--- src/rtl/rcs_pkg.sv ---
package rcs_pkg;

    localparam int NUM_CH  = 3;
    localparam int PIX_W   = 8;
    localparam int NUM_W   = 2 * PIX_W;
    localparam int CNT_W   = 3;
    localparam int QDEPTH  = 2;
    localparam int QPTR_W  = 1;
    localparam int QCNT_W  = 2;

    localparam logic [PIX_W-1:0] TRK_MIN_RST = 8'd255;
    localparam logic [PIX_W-1:0] TRK_MAX_RST = 8'd0;
    localparam logic [CNT_W-1:0] STEP_LAST   = CNT_W'(PIX_W - 1);

    typedef logic [PIX_W-1:0] pix_t;

    typedef enum logic {
        OP_MEASURE = 1'b0,
        OP_STRETCH = 1'b1
    } op_t;

    // one stretch job: clamped offset from min and the channel span
    typedef struct packed {
        pix_t [NUM_CH-1:0] offset;
        pix_t [NUM_CH-1:0] span;
    } work_t;

    typedef enum logic [1:0] {
        BK_IDLE,
        BK_DIV,
        BK_HOLD
    } back_state_t;

endpackage

--- src/rtl/rgb_contrast_stretch_core.sv ---
// Per-channel min/max contrast stretch for 8-bit RGB. Send the frame twice:
// first as measure beats (s_tuser[0] = 0; s_tuser[1] set on the first beat
// restarts the min/max trackers), then as stretch beats (s_tuser[0] = 1),
// each of which returns one beat with floor((v-min)*255/(max-min)) per
// channel, 0 for a flat or empty channel and saturated outside min..max.
// Measure beats produce nothing, but like stretch beats they wait while
// the queue is full. A stretch beat is clamped against the trackers on
// entry and queued (two deep); the back end runs three restoring dividers
// side by side, one quotient bit per cycle, so each stretched pixel
// occupies it for one load plus eight bit steps, which sets the sustained
// stretch rate. Results sit in an output register, so a stalled m_tready
// holds one result while up to three more stretch beats are still
// accepted (one parked in the divider, two queued).
module rgb_contrast_stretch_core (
    input  logic        aclk,
    input  logic        aresetn,
    input  logic        s_tvalid,
    output logic        s_tready,
    input  logic [23:0] s_tdata,   // red_in, green_in, blue_in
    input  logic [1:0]  s_tuser,   // operation, frame_start
    output logic        m_tvalid,
    input  logic        m_tready,
    output logic [23:0] m_tdata    // red_out, green_out, blue_out
);

    logic           push_valid, push_ready;
    logic           pop_valid, pop_ready;
    rcs_pkg::work_t push_data, pop_data;

    rcs_front u_front (
        .aclk       (aclk),
        .aresetn    (aresetn),
        .s_tvalid   (s_tvalid),
        .s_tready   (s_tready),
        .s_tdata    (s_tdata),
        .s_tuser    (s_tuser),
        .push_valid (push_valid),
        .push_ready (push_ready),
        .push_data  (push_data)
    );

    rcs_queue u_queue (
        .aclk       (aclk),
        .aresetn    (aresetn),
        .push_valid (push_valid),
        .push_ready (push_ready),
        .push_data  (push_data),
        .pop_valid  (pop_valid),
        .pop_ready  (pop_ready),
        .pop_data   (pop_data)
    );

    rcs_back u_back (
        .aclk      (aclk),
        .aresetn   (aresetn),
        .pop_valid (pop_valid),
        .pop_ready (pop_ready),
        .pop_data  (pop_data),
        .m_tvalid  (m_tvalid),
        .m_tready  (m_tready),
        .m_tdata   (m_tdata)
    );

endmodule

--- src/rtl/rcs_front.sv ---
module rcs_front (
    input  logic                  aclk,
    input  logic                  aresetn,
    input  logic                  s_tvalid,
    output logic                  s_tready,
    input  logic [23:0]           s_tdata,   // red_in, green_in, blue_in
    input  logic [1:0]            s_tuser,   // operation, frame_start
    output logic                  push_valid,
    input  logic                  push_ready,
    output rcs_pkg::work_t        push_data
);

    rcs_pkg::pix_t min_reg  [rcs_pkg::NUM_CH];
    rcs_pkg::pix_t min_next [rcs_pkg::NUM_CH];
    rcs_pkg::pix_t max_reg  [rcs_pkg::NUM_CH];
    rcs_pkg::pix_t max_next [rcs_pkg::NUM_CH];
    rcs_pkg::pix_t pix      [rcs_pkg::NUM_CH];
    rcs_pkg::pix_t base_mn  [rcs_pkg::NUM_CH];
    rcs_pkg::pix_t base_mx  [rcs_pkg::NUM_CH];
    rcs_pkg::pix_t range    [rcs_pkg::NUM_CH];
    rcs_pkg::op_t  op;
    logic          fs;
    logic          accept;

    assign op       = rcs_pkg::op_t'(s_tuser[0]);
    assign fs       = s_tuser[1];
    assign s_tready = push_ready;
    assign accept   = s_tvalid && push_ready;
    assign push_valid = s_tvalid && (op == rcs_pkg::OP_STRETCH);

    always_comb begin
        for (int ch = 0; ch < rcs_pkg::NUM_CH; ch++) begin
            pix[ch]   = s_tdata[ch*rcs_pkg::PIX_W +: rcs_pkg::PIX_W];
            range[ch] = max_reg[ch] - min_reg[ch];

            // measure: optional restart, then fold in this pixel
            base_mn[ch]  = fs ? rcs_pkg::TRK_MIN_RST : min_reg[ch];
            base_mx[ch]  = fs ? rcs_pkg::TRK_MAX_RST : max_reg[ch];
            min_next[ch] = min_reg[ch];
            max_next[ch] = max_reg[ch];
            if (accept && op == rcs_pkg::OP_MEASURE) begin
                min_next[ch] = (pix[ch] < base_mn[ch]) ? pix[ch] : base_mn[ch];
                max_next[ch] = (pix[ch] > base_mx[ch]) ? pix[ch] : base_mx[ch];
            end

            // stretch: clamp so the divider sees offset <= span, span > 0
            priority if (max_reg[ch] <= min_reg[ch] || pix[ch] <= min_reg[ch]) begin
                push_data.offset[ch] = '0;
                push_data.span[ch]   = rcs_pkg::PIX_W'(1);
            end else if (pix[ch] >= max_reg[ch]) begin
                push_data.offset[ch] = range[ch];
                push_data.span[ch]   = range[ch];
            end else begin
                push_data.offset[ch] = pix[ch] - min_reg[ch];
                push_data.span[ch]   = range[ch];
            end
        end
    end

    always_ff @(posedge aclk) begin
        for (int ch = 0; ch < rcs_pkg::NUM_CH; ch++) begin
            if (!aresetn) begin
                min_reg[ch] <= rcs_pkg::TRK_MIN_RST;
                max_reg[ch] <= rcs_pkg::TRK_MAX_RST;
            end else begin
                min_reg[ch] <= min_next[ch];
                max_reg[ch] <= max_next[ch];
            end
        end
    end

endmodule

--- src/rtl/rcs_queue.sv ---
module rcs_queue (
    input  logic           aclk,
    input  logic           aresetn,
    input  logic           push_valid,
    output logic           push_ready,
    input  rcs_pkg::work_t push_data,
    output logic           pop_valid,
    input  logic           pop_ready,
    output rcs_pkg::work_t pop_data
);

    rcs_pkg::work_t                    slot_reg [rcs_pkg::QDEPTH];
    logic [rcs_pkg::QPTR_W-1:0]        wr_ptr_reg, wr_ptr_next;
    logic [rcs_pkg::QPTR_W-1:0]        rd_ptr_reg, rd_ptr_next;
    logic [rcs_pkg::QCNT_W-1:0]        cnt_reg, cnt_next;
    logic                              do_push, do_pop;

    assign push_ready = (cnt_reg != rcs_pkg::QCNT_W'(rcs_pkg::QDEPTH));
    assign pop_valid  = (cnt_reg != '0);
    assign pop_data   = slot_reg[rd_ptr_reg];
    assign do_push    = push_valid && push_ready;
    assign do_pop     = pop_valid && pop_ready;

    always_comb begin
        wr_ptr_next = do_push ? wr_ptr_reg + 1'b1 : wr_ptr_reg;
        rd_ptr_next = do_pop  ? rd_ptr_reg + 1'b1 : rd_ptr_reg;
        cnt_next    = cnt_reg;
        if (do_push && !do_pop) begin
            cnt_next = cnt_reg + 1'b1;
        end else if (do_pop && !do_push) begin
            cnt_next = cnt_reg - 1'b1;
        end
    end

    always_ff @(posedge aclk) begin
        if (!aresetn) begin
            wr_ptr_reg <= '0;
            rd_ptr_reg <= '0;
            cnt_reg    <= '0;
        end else begin
            wr_ptr_reg <= wr_ptr_next;
            rd_ptr_reg <= rd_ptr_next;
            cnt_reg    <= cnt_next;
        end
    end

    always_ff @(posedge aclk) begin
        if (do_push) begin
            slot_reg[wr_ptr_reg] <= push_data;
        end
    end

endmodule

--- src/rtl/rcs_back.sv ---
module rcs_back (
    input  logic           aclk,
    input  logic           aresetn,
    input  logic           pop_valid,
    output logic           pop_ready,
    input  rcs_pkg::work_t pop_data,
    output logic           m_tvalid,
    input  logic           m_tready,
    output logic [23:0]    m_tdata    // red_out, green_out, blue_out
);

    rcs_pkg::back_state_t        state_reg, state_next;
    logic [rcs_pkg::CNT_W-1:0]   cnt_reg, cnt_next;
    rcs_pkg::pix_t               rem_reg  [rcs_pkg::NUM_CH];
    rcs_pkg::pix_t               rem_next [rcs_pkg::NUM_CH];
    rcs_pkg::pix_t               shf_reg  [rcs_pkg::NUM_CH];
    rcs_pkg::pix_t               shf_next [rcs_pkg::NUM_CH];
    rcs_pkg::pix_t               span_reg [rcs_pkg::NUM_CH];
    rcs_pkg::pix_t               span_next[rcs_pkg::NUM_CH];
    rcs_pkg::pix_t               rem_step [rcs_pkg::NUM_CH];
    rcs_pkg::pix_t               shf_step [rcs_pkg::NUM_CH];
    logic [rcs_pkg::PIX_W:0]     trial    [rcs_pkg::NUM_CH];
    logic [rcs_pkg::PIX_W:0]     diff     [rcs_pkg::NUM_CH];
    logic [rcs_pkg::NUM_W-1:0]   num      [rcs_pkg::NUM_CH];
    logic                        ge       [rcs_pkg::NUM_CH];
    logic                        m_valid_reg, m_valid_next;
    logic [23:0]                 m_data_reg, m_data_next;
    logic                        out_free;

    assign m_tvalid = m_valid_reg;
    assign m_tdata  = m_data_reg;
    assign out_free = !m_valid_reg || m_tready;

    // one restoring step per lane; numerator = offset*255, quotient shifts into shf
    always_comb begin
        for (int ch = 0; ch < rcs_pkg::NUM_CH; ch++) begin
            trial[ch]    = {rem_reg[ch], shf_reg[ch][rcs_pkg::PIX_W-1]};
            diff[ch]     = trial[ch] - {1'b0, span_reg[ch]};
            ge[ch]       = (trial[ch] >= {1'b0, span_reg[ch]});
            rem_step[ch] = ge[ch] ? diff[ch][rcs_pkg::PIX_W-1:0]
                                  : trial[ch][rcs_pkg::PIX_W-1:0];
            shf_step[ch] = {shf_reg[ch][rcs_pkg::PIX_W-2:0], ge[ch]};
            num[ch]      = {pop_data.offset[ch], rcs_pkg::PIX_W'(0)}
                         - {rcs_pkg::PIX_W'(0), pop_data.offset[ch]};
        end
    end

    always_comb begin
        state_next   = state_reg;
        cnt_next     = cnt_reg;
        pop_ready    = 1'b0;
        m_valid_next = m_valid_reg && !m_tready;
        m_data_next  = m_data_reg;
        for (int ch = 0; ch < rcs_pkg::NUM_CH; ch++) begin
            rem_next[ch]  = rem_reg[ch];
            shf_next[ch]  = shf_reg[ch];
            span_next[ch] = span_reg[ch];
        end

        unique case (state_reg)
            rcs_pkg::BK_IDLE: begin
                pop_ready = 1'b1;
                if (pop_valid) begin
                    for (int ch = 0; ch < rcs_pkg::NUM_CH; ch++) begin
                        rem_next[ch]  = num[ch][rcs_pkg::NUM_W-1:rcs_pkg::PIX_W];
                        shf_next[ch]  = num[ch][rcs_pkg::PIX_W-1:0];
                        span_next[ch] = pop_data.span[ch];
                    end
                    cnt_next   = '0;
                    state_next = rcs_pkg::BK_DIV;
                end
            end
            rcs_pkg::BK_DIV: begin
                for (int ch = 0; ch < rcs_pkg::NUM_CH; ch++) begin
                    rem_next[ch] = rem_step[ch];
                    shf_next[ch] = shf_step[ch];
                end
                cnt_next = cnt_reg + 1'b1;
                if (cnt_reg == rcs_pkg::STEP_LAST) begin
                    if (out_free) begin
                        m_valid_next = 1'b1;
                        for (int ch = 0; ch < rcs_pkg::NUM_CH; ch++) begin
                            m_data_next[ch*rcs_pkg::PIX_W +: rcs_pkg::PIX_W] = shf_step[ch];
                        end
                        state_next = rcs_pkg::BK_IDLE;
                    end else begin
                        state_next = rcs_pkg::BK_HOLD;
                    end
                end
            end
            rcs_pkg::BK_HOLD: begin
                if (out_free) begin
                    m_valid_next = 1'b1;
                    for (int ch = 0; ch < rcs_pkg::NUM_CH; ch++) begin
                        m_data_next[ch*rcs_pkg::PIX_W +: rcs_pkg::PIX_W] = shf_reg[ch];
                    end
                    state_next = rcs_pkg::BK_IDLE;
                end
            end
            default: begin
                state_next = rcs_pkg::BK_IDLE;
            end
        endcase
    end

    always_ff @(posedge aclk) begin
        if (!aresetn) begin
            state_reg   <= rcs_pkg::BK_IDLE;
            cnt_reg     <= '0;
            m_valid_reg <= 1'b0;
        end else begin
            state_reg   <= state_next;
            cnt_reg     <= cnt_next;
            m_valid_reg <= m_valid_next;
        end
    end

    always_ff @(posedge aclk) begin
        m_data_reg <= m_data_next;
        for (int ch = 0; ch < rcs_pkg::NUM_CH; ch++) begin
            rem_reg[ch]  <= rem_next[ch];
            shf_reg[ch]  <= shf_next[ch];
            span_reg[ch] <= span_next[ch];
        end
    end

endmodule

--- config.mk ---
export PLATFORM = sky130hd
export DESIGN_NAME = rgb_contrast_stretch_core
export DESIGN_NICKNAME = d
export VERILOG_FILES = /design/src/rtl/rcs_pkg.sv /design/src/rtl/rgb_contrast_stretch_core.sv /design/src/rtl/rcs_front.sv /design/src/rtl/rcs_queue.sv /design/src/rtl/rcs_back.sv
export SDC_FILE = /design/constraint.sdc
export NUM_CORES = 1
export LEC_CHECK = 0
export BUFFER_PORTS_ARGS = -buffer_cell sky130_fd_sc_hd__buf_2
export CAP_MARGIN = 20
export CORE_ASPECT_RATIO = 2
export CORE_UTILIZATION = 30
export CTS_CLUSTER_DIAMETER = 60
export CTS_CLUSTER_SIZE = 8
export DETAILED_ROUTE_END_ITERATION = 10
export SETUP_SLACK_MARGIN = 0.2
export SYNTH_ARGS = -nofsm -noshare
export SYNTH_HDL_FRONTEND = slang
export SYNTH_SLANG_ARGS = --single-unit
--- constraint.sdc ---
create_clock -name aclk -period 3.7 [get_ports aclk]
set_clock_uncertainty 0.05 [all_clocks]
set_input_delay 0.37 -clock aclk [delete_from_list [all_inputs] [get_ports aclk]]
set_output_delay 0.37 -clock aclk [all_outputs]
set_load 0.02 [all_outputs]
==> results.txt <==
Clock root buffer: clkbuf_16
Final Total Pwr: 0.0119 W
Register area share after synthesis: 44.0%
Worst-margin pin slew: 0.971 ns
Number of fill cells in the layout: 5,125
Number of global-route vias before repair: 12,061
Post-synth top flop: edfxtp_1
Worst-Skew Late Latency: 0.54 ns
Final hold slack: 0.0696 ns
Initial Util: 30.5%
DIE HEIGHT: 327 um
Post-synthesis async set-or-reset flop share: 0%
CP max FO: 7
Hpwl dp: 28.8 mm
Avg Vias per Cell: 5.05
Clock buffer depth: 3
Worst R2R Setup Slack: 0.81 ns
Placer congestion estimate: 0.857
Cts hold-fix bufs: 0
Routed length per instance: 16.6 um
Overflow after GRT: 0
Crit path launch type: flip-flop
Pre-CTS setup slack: 0.559 ns
Placed standard-cell area: 16,900 um^2
Leak pwr: 7.15 nW
TritonCTS Sinks: 251
# diodes: 0
Layout area overhead: 13.6%
Max Cap Viol: 0
Core Box Area: 51,800 um^2
Synth Cell Area: 15,800 um^2
Total global-route track usage: 14.2%
Net Count, Synth: 1,679
HP Class: in -> reg
Nets: 1,748
Final routed DRC violation total: 0
Worst Path Class, Setup: reg -> reg
Fmax: 346 MHz
Worst setup margin: 0.813 ns
Pwr/cell area: 664 nW/um^2
Finish-stage setup viols: 0
Minimum clock period: 2.89 ns
Post-CTS resize count: 0
Final wirelength: 37.2 mm
RSZ-0062 raised after global routing: no
Hold Fails Final Rpt: 0
Seq cells post-synth: 251
Most frequent cells in the layout: edfxtp_1 (192), ha_1 (152), nor2_1 (111)
Seq. cell area: 6950 um^2
Synth cell types: 68
Initial antenna violation count: 0
Area of the multi-input gates: 8260 um^2
Peak VDD IR: 0.328 mV
Die ar.: 53,600 um^2
First-pass GRT wire length: 60.3 mm
Critical path endpoint category: flip-flop
Routed via count: 11,295
CTS tree: yes
WP data required: 3.92 ns
Max_slew headroom: 34.7%
Drt first pass iters: 4
Die Wd: 164 um
Row count: 118
Crit path arrival time: 3.11 ns
Synth Warn #: 0
Slew Viols, Final: 0
# Post-CTS Setup Buffers: 0
Max FFs per register: 96
Post-synth EDFFs: 192
Commonest non-fill, non-tap cell in the layout: edfxtp_1
Mapped Cells: 1,487
Setup TNS: 0 ns
Layout cells sized above 1: 12.2%
Fin area: 17,900 um^2
Initial drt markers: 585
Status: complete, no violations
Htree depth: 2
Post-DRT Antenna Nets: 0
Clock slew at reported path FFs: 0.05 ns
Largest net degree at the start of global routing: 77
Avg Cell Area, Syn: 10.6 um^2
# IOs: 56
Port Buffer Count: 55
Total CTS buffers: 37
Final period util: 78.0%
critical path, cell delays in order, from the launching register on:
cell      delay, ns
dfxtp_1        0.38
ha_1           0.20
inv_1          0.07
fa_1           0.42
a211o_1        0.27
o211ai_1       0.14
a21oi_1        0.15
o221ai_1       0.49
inv_1          0.21
a31o_2         0.26
cells by family (layout without fill, tap and decap cells):
group	count (synthesis)	after routing	share of synthesized area, %
compound gates	330	330	14.3
flops	251	251	44.0
xor+xnor	71	71	3.94
simple gates	402	402	12.6
fa+ha+maj	162	162	13.3
buf+inv	151	240	3.84
mux	120	120	8.04
area by class of cell:
class / instances / share of cell area (%)
Clock inverter: 4 / 0.397
Tap cell: 660 / 4.60
Inverter: 109 / 2.28
Clock buffer: 55 / 5.54
Timing Repair Buffer: 72 / 2.43
Multi-Input combinational cell: 1085 / 46.0
Sequential cell: 251 / 38.7
per-stage QoR:
stage,cells,utilization (%)
global placement,2176,32.5
global route,2236,34.6
finish,2236,34.6
floorplan,1487,-
CTS,2235,34.6
detailed placement,2176,32.5
synth_stat cells (all sizes together) (4+ instances only):
master	instances	area share, %
o21ai	73	2.3
o2111ai	9	0.50
o211ai	6	0.29
nor3	27	0.86
o311ai	5	0.28
nor4	6	0.24
a211o	6	0.33
a21boi	6	0.29
nand3b	8	0.38
mux2i	65	4.1
edfxtp	192	37
nand2	92	2.2
nor2	114	2.7
ha	153	12
xor2	29	1.6
a211oi	18	0.86
a21o	29	1.4
xnor2	42	2.3
and3	5	0.20
o22a	18	1.0
nand2b	20	0.79
dfxtp	59	7.5
mux2	55	3.9
and2	25	0.99
nor2b	26	1.0
a22o	29	1.6
buf	22	0.78
nand3	24	0.76
o31a	5	0.28
and4	4	0.22
fa	9	1.1
o22ai	7	0.28
nor3b	11	0.59
clkbuf	20	0.48
o21a	9	0.43
or2	8	0.32
inv	108	2.6
or3	10	0.40
a21oi	63	2.0
o21bai	8	0.38
nand4	18	0.71
a31oi	13	0.51
metal layers:
metal	up-vias	part of all wire, %	global-route usage, %
li1	5632	-	-
met1	5307	37	13.9
met2	231	54	26.8
met3	125	3.3	1.85
met4	0	6.6	9.56
met5	-	0	0
path summary, 6_finish.rpt:
kind                                                         start                            endpoint  depth (start not counted)
worst max register to register  u_front.min_reg[0][0]$_SDFFE_PN1P_   u_queue.slot_reg[1][31]$_DFFE_PP_                          9
worst max-delay path            u_front.min_reg[0][0]$_SDFFE_PN1P_   u_queue.slot_reg[1][31]$_DFFE_PP_                          9
worst min register to register      u_back.cnt_reg[2]$_SDFFE_PN0P_      u_back.cnt_reg[2]$_SDFFE_PN0P_                          2
worst min-delay path                                    s_tdata[8]  u_front.min_reg[1][0]$_SDFFE_PN1P_                          2
power by group:
part           leakage (nW)  internal (W)  switching [W]  total (W)
sequential             2.29       0.00385       0.000334    0.00418
clock                 0.510       0.00191        0.00125    0.00317
combinational          4.35       0.00192        0.00263    0.00456
Power figures use the tool's default switching activity.
